$ cat src/rtl/core/assert_macros.svh
// ---------------------------------------------------------------------------
// assert_macros.svh
// Concurrent assertion shorthands shared by the cave smoothing RTL.
// ---------------------------------------------------------------------------
`ifndef ASSERT_MACROS_SVH
`define ASSERT_MACROS_SVH

// check a property on every clock edge outside reset
`define CHECK_CLK_RST(label, clk, rst, prop, msg) \
  label: assert property (@(posedge clk) disable iff (rst) (prop)) else $error(msg);

// check a property on every clock edge, reset included
`define CHECK_CLK(label, clk, prop, msg) \
  label: assert property (@(posedge clk) (prop)) else $error(msg);

`endif

$ cat src/rtl/core/cas_pkg.sv
// ---------------------------------------------------------------------------
// cas_pkg
// Types and constants of the cave smoothing pass.
// ---------------------------------------------------------------------------
package cas_pkg;

  localparam int ROW_BITS   = 64;
  localparam int WIDTH_BITS = 7;
  localparam int THR_BITS   = 4;
  localparam int CNT_W      = 4;
  localparam int CFG_BITS   = 7;
  localparam int INDEX_BITS = 2;

  localparam logic [INDEX_BITS-1:0] REG_ROW_WIDTH   = 2'd0;
  localparam logic [INDEX_BITS-1:0] REG_STAY_THR    = 2'd1;
  localparam logic [INDEX_BITS-1:0] REG_BECOME_THR  = 2'd2;

  localparam logic [WIDTH_BITS-1:0] RESET_ROW_WIDTH = 7'd64;
  localparam logic [THR_BITS-1:0]   RESET_THR       = 4'd4;

  localparam int FIFO_DEPTH = 4;
  localparam int PTR_BITS   = $clog2(FIFO_DEPTH);
  localparam int FILL_BITS  = $clog2(FIFO_DEPTH + 1);

  typedef struct packed {
    logic [ROW_BITS-1:0] row_cells;
    logic                final_row;
  } row_item_t;

  typedef struct packed {
    logic [ROW_BITS-1:0] new_row_cells;
    logic                final_out;
  } result_item_t;

  typedef struct packed {
    logic [1:0]   count;
    result_item_t first;
    result_item_t second;
  } push_t;

endpackage

$ cat src/rtl/core/cas_lane.sv
// ---------------------------------------------------------------------------
// cas_lane
// One cell: neighbor count and the stay or become decision.
// ---------------------------------------------------------------------------
module cas_lane
  import cas_pkg::*;
(
  input  logic [2:0]          up,
  input  logic [2:0]          mid,
  input  logic [2:0]          down,
  input  logic                active,
  input  logic [THR_BITS-1:0] stay_threshold,
  input  logic [THR_BITS-1:0] become_threshold,
  output logic                cell_next
);

  logic [CNT_W-1:0]    neighbors;
  logic [THR_BITS-1:0] thr;

  assign neighbors = CNT_W'(up[0]) + CNT_W'(up[1]) + CNT_W'(up[2])
                   + CNT_W'(mid[0]) + CNT_W'(mid[2])
                   + CNT_W'(down[0]) + CNT_W'(down[1]) + CNT_W'(down[2]);
  assign thr       = mid[1] ? stay_threshold : become_threshold;
  assign cell_next = active && (neighbors > thr);

endmodule

$ cat src/rtl/core/cas_smooth.sv
// ---------------------------------------------------------------------------
// cas_smooth
// One lane per column; the lane results merge into the smoothed row.
// ---------------------------------------------------------------------------
module cas_smooth
  import cas_pkg::*;
#(
  parameter int WIDTH = 64
) (
  input  logic [WIDTH-1:0]      up,
  input  logic [WIDTH-1:0]      mid,
  input  logic [WIDTH-1:0]      down,
  input  logic [WIDTH_BITS-1:0] row_width,
  input  logic [THR_BITS-1:0]   stay_threshold,
  input  logic [THR_BITS-1:0]   become_threshold,
  output logic [WIDTH-1:0]      smoothed
);

  logic [WIDTH-1:0] active;
  logic [WIDTH+1:0] up_pad;
  logic [WIDTH+1:0] mid_pad;
  logic [WIDTH+1:0] down_pad;

  for (genvar x = 0; x < WIDTH; x++) begin : g_mask
    assign active[x] = WIDTH_BITS'(x) < row_width;
  end

  assign up_pad   = {1'b0, up & active, 1'b0};
  assign mid_pad  = {1'b0, mid & active, 1'b0};
  assign down_pad = {1'b0, down & active, 1'b0};

  for (genvar x = 0; x < WIDTH; x++) begin : g_lane
    cas_lane u_lane (
      .up               (up_pad[x+2:x]),
      .mid              (mid_pad[x+2:x]),
      .down             (down_pad[x+2:x]),
      .active           (active[x]),
      .stay_threshold   (stay_threshold),
      .become_threshold (become_threshold),
      .cell_next        (smoothed[x])
    );
  end

endmodule

$ cat src/rtl/core/cas_result_fifo.sv
// ---------------------------------------------------------------------------
// cas_result_fifo
// Result queue taking up to two items per cycle, one out while result_ready.
// ---------------------------------------------------------------------------
`include "assert_macros.svh"

module cas_result_fifo
  import cas_pkg::*;
(
  input  logic         clk,
  input  logic         rst,
  input  push_t        push,
  output logic         room,
  output logic         result_valid,
  input  logic         result_ready,
  output result_item_t result
);

  result_item_t         mem [FIFO_DEPTH];
  logic [PTR_BITS-1:0]  wr_ptr;
  logic [PTR_BITS-1:0]  rd_ptr;
  logic [FILL_BITS-1:0] fill;
  logic                 pop;

  assign pop          = result_valid && result_ready;
  assign result_valid = fill != '0;
  assign result       = mem[rd_ptr];
  assign room         = fill <= FILL_BITS'(FIFO_DEPTH - 2);

  always_ff @(posedge clk) begin
    if (push.count != 2'd0) begin
      mem[wr_ptr] <= push.first;
    end
    if (push.count == 2'd2) begin
      mem[wr_ptr + PTR_BITS'(1)] <= push.second;
    end
  end

  always_ff @(posedge clk) begin
    if (rst) begin
      wr_ptr <= '0;
      rd_ptr <= '0;
      fill   <= '0;
    end else begin
      wr_ptr <= wr_ptr + PTR_BITS'(push.count);
      rd_ptr <= rd_ptr + PTR_BITS'(pop);
      fill   <= fill + FILL_BITS'(push.count) - FILL_BITS'(pop);
    end
  end

  `CHECK_CLK_RST(a_fill_bound, clk, rst, fill <= FILL_BITS'(FIFO_DEPTH), "fifo fill beyond depth")
  `CHECK_CLK_RST(a_push_fits, clk, rst,
    push.count != 2'd0 |-> (fill + FILL_BITS'(push.count)) <= FILL_BITS'(FIFO_DEPTH),
    "fifo overflow")

endmodule

$ cat src/rtl/core/cave_automaton_smoothing_pass.sv
// ---------------------------------------------------------------------------
// cave_automaton_smoothing_pass
// One smoothing pass of a two-state cave automaton, one bitmap row per item.
//
//   channel   direction  handshake                 payload
//   row       in         row_valid / row_ready     row_item_t
//   result    out        result_valid / result_ready result_item_t
//   cfg       in         cfg_we                    cfg_index, cfg_data
//
// One row item per cycle; both smoothed rows of an item come from two
// banks of MAX_WIDTH lanes in the accepting cycle and go to the four-entry
// result queue. A final row yields two items if a row is held, else one;
// the queue drains one per cycle while result_ready is high. row_ready
// drops when the queue cannot take two more items. Reset is synchronous and
// clears the held rows, the queue and the registers to their defaults.
// ---------------------------------------------------------------------------
`include "assert_macros.svh"

module cave_automaton_smoothing_pass
  import cas_pkg::*;
#(
  parameter int MAX_WIDTH = 64
) (
  input  logic                  clk,
  input  logic                  rst,
  input  logic                  cfg_we,
  input  logic [INDEX_BITS-1:0] cfg_index,
  input  logic [CFG_BITS-1:0]   cfg_data,
  input  logic                  row_valid,
  output logic                  row_ready,
  input  row_item_t             row,
  output logic                  result_valid,
  input  logic                  result_ready,
  output result_item_t          result
);

  logic [WIDTH_BITS-1:0] row_width;
  logic [THR_BITS-1:0]   stay_threshold;
  logic [THR_BITS-1:0]   become_threshold;
  logic [MAX_WIDTH-1:0]  row_above;
  logic [MAX_WIDTH-1:0]  row_middle;
  logic                  row_held;

  logic [MAX_WIDTH-1:0]  row_in;
  logic [MAX_WIDTH-1:0]  body_row;
  logic [MAX_WIDTH-1:0]  tail_up;
  logic [MAX_WIDTH-1:0]  tail_row;
  logic                  accept;
  push_t                 push;

  assign accept = row_valid && row_ready;
  assign row_in = row.row_cells[MAX_WIDTH-1:0];

  always_ff @(posedge clk) begin
    if (rst) begin
      row_width        <= RESET_ROW_WIDTH;
      stay_threshold   <= RESET_THR;
      become_threshold <= RESET_THR;
    end else if (cfg_we) begin
      case (cfg_index)
        REG_ROW_WIDTH:  row_width        <= cfg_data;
        REG_STAY_THR:   stay_threshold   <= cfg_data[THR_BITS-1:0];
        REG_BECOME_THR: become_threshold <= cfg_data[THR_BITS-1:0];
        default: ;
      endcase
    end
  end

  always_ff @(posedge clk) begin
    if (rst) begin
      row_held   <= 1'b0;
      row_above  <= '0;
      row_middle <= '0;
    end else if (accept) begin
      if (row.final_row) begin
        row_held   <= 1'b0;
        row_above  <= '0;
        row_middle <= '0;
      end else begin
        row_held   <= 1'b1;
        row_above  <= row_held ? row_middle : '0;
        row_middle <= row_in;
      end
    end
  end

  assign tail_up = row_held ? row_middle : '0;

  cas_smooth #(.WIDTH(MAX_WIDTH)) u_body (
    .up               (row_above),
    .mid              (row_middle),
    .down             (row_in),
    .row_width        (row_width),
    .stay_threshold   (stay_threshold),
    .become_threshold (become_threshold),
    .smoothed         (body_row)
  );

  cas_smooth #(.WIDTH(MAX_WIDTH)) u_tail (
    .up               (tail_up),
    .mid              (row_in),
    .down             ('0),
    .row_width        (row_width),
    .stay_threshold   (stay_threshold),
    .become_threshold (become_threshold),
    .smoothed         (tail_row)
  );

  always_comb begin
    push = '0;
    if (accept) begin
      if (row_held) begin
        push.count                = row.final_row ? 2'd2 : 2'd1;
        push.first.new_row_cells  = ROW_BITS'(body_row);
        push.first.final_out      = 1'b0;
        push.second.new_row_cells = ROW_BITS'(tail_row);
        push.second.final_out     = 1'b1;
      end else begin
        push.count               = row.final_row ? 2'd1 : 2'd0;
        push.first.new_row_cells = ROW_BITS'(tail_row);
        push.first.final_out     = 1'b1;
      end
    end
  end

  cas_result_fifo u_fifo (
    .clk          (clk),
    .rst          (rst),
    .push         (push),
    .room         (row_ready),
    .result_valid (result_valid),
    .result_ready (result_ready),
    .result       (result)
  );

  `CHECK_CLK_RST(a_final_clears, clk, rst,
    accept && row.final_row |=> !row_held && row_middle == '0, "final row left state held")
  `CHECK_CLK_RST(a_row_holds, clk, rst,
    accept && !row.final_row |=> row_held, "non-final row not held")
  `CHECK_CLK_RST(a_push_on_accept, clk, rst,
    push.count != 2'd0 |-> accept, "result pushed without an item")

endmodule
$ cat config.mk
export PLATFORM = sky130hd
export DESIGN_NAME = cave_automaton_smoothing_pass
export DESIGN_NICKNAME = d
export VERILOG_FILES = /design/src/rtl/core/cas_pkg.sv /design/src/rtl/core/cas_lane.sv /design/src/rtl/core/cas_smooth.sv /design/src/rtl/core/cas_result_fifo.sv /design/src/rtl/core/cave_automaton_smoothing_pass.sv
export VERILOG_INCLUDE_DIRS = /design/src /design/src/rtl/core
export SDC_FILE = /design/constraint.sdc
export NUM_CORES = 2
export LEC_CHECK = 0
export BUFFER_PORTS_ARGS = -buffer_cell sky130_fd_sc_hd__buf_2
export CORE_MARGIN = 1.5
export CORE_UTILIZATION = 65
export DETAILED_ROUTE_END_ITERATION = 16
export PLACE_DENSITY_LB_ADDON = 0.05
export REMOVE_ABC_BUFFERS = 1
export SETUP_SLACK_MARGIN = 0.3
export SLEW_MARGIN = 10
export SYNTH_ARGS = -nofsm -noshare
export SYNTH_HDL_FRONTEND = slang
export SYNTH_SLANG_ARGS = --single-unit
$ cat constraint.sdc
create_clock -name clk -period 8.1 [get_ports clk]
set_input_delay 0.81 -clock clk [delete_from_list [all_inputs] [get_ports clk]]
set_output_delay 0.81 -clock clk [all_outputs]
set_load 0.03 [all_outputs]
## Word level (Yosys, flattened, before mapping)

Memories as Yosys holds them, arrays and structs flattened. A register that Yosys moved wholly into a read port is not among the register bits.
Cells that the tools add are included.
W data, S select, Z words.

| cells by class | value |
|---|---|
| equality and inequality tests | 3 |
| bitwise logic cells | 4 |
| $add $sub $neg | 697 |
| reductions and logical operators | 136 |
| multiplexer cells | 142 |
| order comparisons | 193 |

Operators with widths:

| operator | count |
|---|---|
| $add A4 B1 Y4 | 566 |
| $gt A4 B4 Y1 | 128 |
| $mux W4 | 128 |
| $and A64 B64 Y64 | 4 |
| $add A1 B1 Y2 | 126 |
| $lt A6 B7 Y1 const A | 32 |
| $mux W64 | 3 |
| $mux W132 | 1 |
| $logic_and A1 B1 Y1 | 130 |
| $lt A5 B7 Y1 const A | 16 |
| $mux W67 | 1 |
| $mux W65 | 1 |
| $lt A4 B7 Y1 const A | 8 |
| $lt A3 B7 Y1 const A | 4 |
| $lt A1 B7 Y1 const A | 2 |
| $lt A2 B7 Y1 const A | 2 |
| $mux W1 | 6 |
| $reduce_and A2 Y1 | 3 |
| $eq A2 B2 Y1 const B | 2 |
| $mux W2 | 2 |
| $add A3 B2 Y3 | 1 |
| $le A3 B2 Y1 const B | 1 |
| $reduce_bool A3 Y1 | 1 |
| $sub A3 B1 Y3 | 1 |
| 6 further kinds | 6 |

| storage, ports and cells | value |
|---|---|
| output and inout bits | 67 |
| memory bits (writable) | 260 |
| logic and storage cells | 1185 |
| register bits | 151 |
| bits of input ports | 79 |
| memories kept | 1 |

Memory list:

| name | depth | width | read ports | clocked after Yosys merged registers in | wr ports | RTL line | text |
|---|---|---|---|---|---|---|---|
| u_fifo.mem | 4 | 65 | 1 | 1 | 2 | cas_result_fifo.sv:19 | `result_item_t mem [FIFO_DEPTH];` |

## Depth between registers and ports, before layout

| depth | value |
|---|---|
| depth after elaboration | 16 |
| depth in mapped cells | 23 |
| depth with buffers taken out | 20 |

## Cells and area by module

Synthesis repeated with hierarchy kept, for this count alone.

| second synthesis, totals | value |
|---|---|
| cell total of the unflattened synthesis | 7110 |
| area total of the unflattened synthesis | 65977.0 µm² |

Modules (own cells, without submodules):

| module | area an instance (µm²) | cells each | seq. area each (µm²) | times used |
|---|---|---|---|---|
| cas_lane | 322.8 | 39 | 0.0 | 128 |
| cas_result_fifo | 12949.9 | 674 | 7947.6 | 1 |
| cave_automaton_smoothing_pass | 7658.6 | 804 | 2882.8 | 1 |
| cas_smooth | 2024.4 | 320 | 0.0 | 2 |

## Worst setup path after synthesis

Ideal clock, no wire load.

| timing | value |
|---|---|
| kind | input to register |
| from | input row_valid |
| to | memory u_fifo.mem[1][0] (netlist bit) (enable) |
| setup slack | 933 ps |
| arrival time | 6582 ps |
| data required time | 7515 ps |
| path buffers | 4 |
| library setup time | 585 ps |
| stages | 6 |
| path through | clkbuf_1 > nand2_1 > buf_2 > buf_2 > clkbuf_1 > a211oi_1 |

RTL lines:

| what | RTL line | text |
|---|---|---|
| start: declaration | cave_automaton_smoothing_pass.sv:29 | `input logic row_valid,` |
| end: declaration | cas_result_fifo.sv:19 |  |

==> flow_summary.yaml <==
synth:
  ys_seq_elements: 411
  ys_async_sr_fraction_pct: 0
  synth_most_common_cell: "ha_1"
  synth.cell_area_um2: 52300
  synthFlopType: "edfxtp_1"
  synth_cell_types: 83
  synthTopCellsByCount: "ha_1 (760), inv_1 (730), nand2_1 (598)"
  synth_edf_count: 260
  synth_top_cell_area_share_pct: 18.2
  ys_seq_area_share_pct: 20.7
  avgSynthCellArea_um2: 9.21
  yosysTopAreaCell: "ha_1"
  yosysWarnings: 0
  yosys-top-cells-area: "ha_1 (18%), edfxtp_1 (15%), fa_1 (13%), mux2i_1 (7.3%), dfxtp_1 (5.8%)"
  syn_inst: 5677
worst_setup_path:
  start_kind: "flip-flop"
  critPathBufInv: 1
  worst-setup-path-type: "flip-flop to flip-flop"
  cp.required_ns: 8.55
  max_stage_delay_ns: 1.06
  crit_slowest_cell: "nand3_1"
  worstPathArrival_ns: 7.20
  crit_family: "adder cells"
  cp_cell_sequence: "nand3_1 -> a21oi_1 -> nand2_1 -> xnor2_1 -> fa_1 -> fa_1 -> fa_1 -> inv_1 -> fa_1 -> ha_1 -> nor2b_1 -> o211ai_1 -> a21oi_1 -> nand2_1 -> a31oi_1"
  crit_top_cell: "fa_1"
  endpoint_kind: "flip-flop"
  cp_max_fo: 28
grt:
  grt_pass1_wl_um: 267000
  grt_use_met1_pct: 54.6
  met2_usage_pct: 66.6
  busiest_layer: "met2"
  grt-ovfl-total: 0
  grt_use_met3_pct: 10.5
  track_usage_pct: 42.9
  grt_pass1_vias: 44800
  grt_start_max_net_pins: 167
  antenna_found_initial: 8
pwr:
  power_density_nw_per_um2: 164
  power_leakage_nw: 26.7
  finalPower_w: 0.00916
  peakVddDrop_mv: 0.192
outcome:
  outcome: "completed"
cts:
  cts_buffer_depth: 3
  ctsResizeCount: 0
  clock_latency_ns: 0.66
  hold_buffers: 0
  path_clk_slew_ns: 0.07
  clkSinkCount: 411
  cts_buffers: 51
  cts_tree: "yes"
  cts_root_buf: "clkbuf_16"
  htreeDepth: 2
  post_cts_buffers: 0
floorplanning:
  core_um2: 79300
  rows: 103
  initial_core_util_pct: 66.0
  die_x_um: 287
  pin_count: 146
  die_y_um: 287
  dieArea_um2: 82100
layout:
  syn_to_final_growth_pct: 6.53
  final_util_pct: 70.3
  fin_nets: 6822
  layout-drive-gt1-share_pct: 10.6
  final_area_um2: 55700
routing:
  first_pass_iters: 7
  drc: 0
  drt-initial-drc-count: 5183
  ant_nets: 0
  num_vias: 45600
  viasPerCell: 6.75
  routed_wl_um: 178000
  wl_per_cell_um: 26.3
sta:
  clock_skew_ns: 0.0213
  fmax_mhz: 148
  fin_crit_ns: 6.75
  period_share_pct: 83.4
  maxSlewViolCount: 0
  timing.final.ws_setup_ns: 1.35
  setup_viol: 0
  tightest_slew_ns: 1.29
  rsz0062_at_grt: "no"
  slew_headroom_pct: 13.5
  finalHoldViolCount: 0
  finalSetupTns_ns: 0
place:
  dp.final_hpwl_um: 121000
  gp_congestion: 0.949
  pre_cts_ws_ns: 1.74
  port_buffers: 145
  placed_area_um2: 53900
flow_run:
  drv_cap: 0
hold_path:
  hold_path.class: "input pin to flip-flop"
-- worst paths after layout --
| kind | slack [ns] | from | endpoint | depth (start not counted) |
|---|---|---|---|---|
| max | 1.35 | row_width[2] | u_fifo.mem[1][55] | 15 |
| min | 0.45 | row[1] | row_middle[0] | 3 |
| max reg2reg | 1.35 | row_width[2] | u_fifo.mem[1][55] | 15 |
| min reg2reg | 0.47 | row_middle[11] | row_middle[11] | 2 |
-- metrics by stage --
step / instances / hold slack (ns)
2_1_floorplan: 5390 / 0.439
3_3_place_gp: 6653 / 0.454
3_5_place_dp: 6653 / 0.459
4_1_cts: 6749 / 0.442
5_1_grt: 6752 / 0.472
6_report: 6753 / 0.454
-- tightest hold or removal path, delay by kind of cell --
kind            cells  cell delay, ns
compound gates      1            0.07
buf+inv             1            0.11
simple gates        1            0.08
-- cell families after synthesis --
logic type	Yosys count	share of synthesized area, %
buf+inv	1041	7.71
mux	579	13.0
flops	411	20.7
fa+ha+maj	1087	30.7
compound gates	1069	12.8
xor+xnor	179	3.06
simple gates	1311	12.0
-- sequential cells by signal (all words and copies together), names as in the netlist --
signal and flops:
u_fifo.mem 260, row_above 64, row_middle 64, row_width 7, become_threshold 4, stay_threshold 4, u_fifo.fill 3, u_fifo.rd_ptr 2
u_fifo.wr_ptr 2, row_held 1
-- layer usage --
layer / share of wire [%] / vias up
met3: 13 / 720
met4: 6.5 / 2
met1: 37 / 21900
met2: 44 / 3057
met5: 0.0073 / -
li1: - / 19900
-- power breakdown --
group | total [W] | switching (W) | internal [W]
Sequential | 0.00258 | 0.000177 | 0.00240
Combinational | 0.00412 | 0.00273 | 0.00139
Clock | 0.00246 | 0.00108 | 0.00138
Total | 0.00916 | 0.00399 | 0.00517
-- layout make-up --
| class | count | area [µm²] |
|---|---|---|
| inverters | 754 | 2830 |
| clock inverters | 30 | 355 |
| multi-input cells | 4225 | 37600 |
| repair buffers | 213 | 1340 |
| clock buffers | 66 | 1380 |
| flip-flops and latches | 411 | 10900 |
| well taps | 1050 | 1310 |
| fillers | 6342 | 23600 |
| diodes | 4 | 10.0 |
-- placed cells by master (no fill, tap or decap), drive strengths merged, types with 16 or more instances in the layout --
master	instances
a21o	16
a21oi	418
a22oi	90
a31o	19
a31oi	35
a32oi	33
and3	30
buf	213
clkbuf	66
clkinv	40
dfxtp	151
edfxtp	260
fa	327
ha	760
inv	733
mux2	132
mux2i	382
mux4	65
nand2	606
nand3	131
nand3b	94
nand4	46
nor2	214
nor2b	109
o211ai	32
o21ai	170
o21bai	37
o221ai	22
o22ai	90
xnor2	81
xor2	98
No activity file was read; power rests on OpenSTA's default activity.
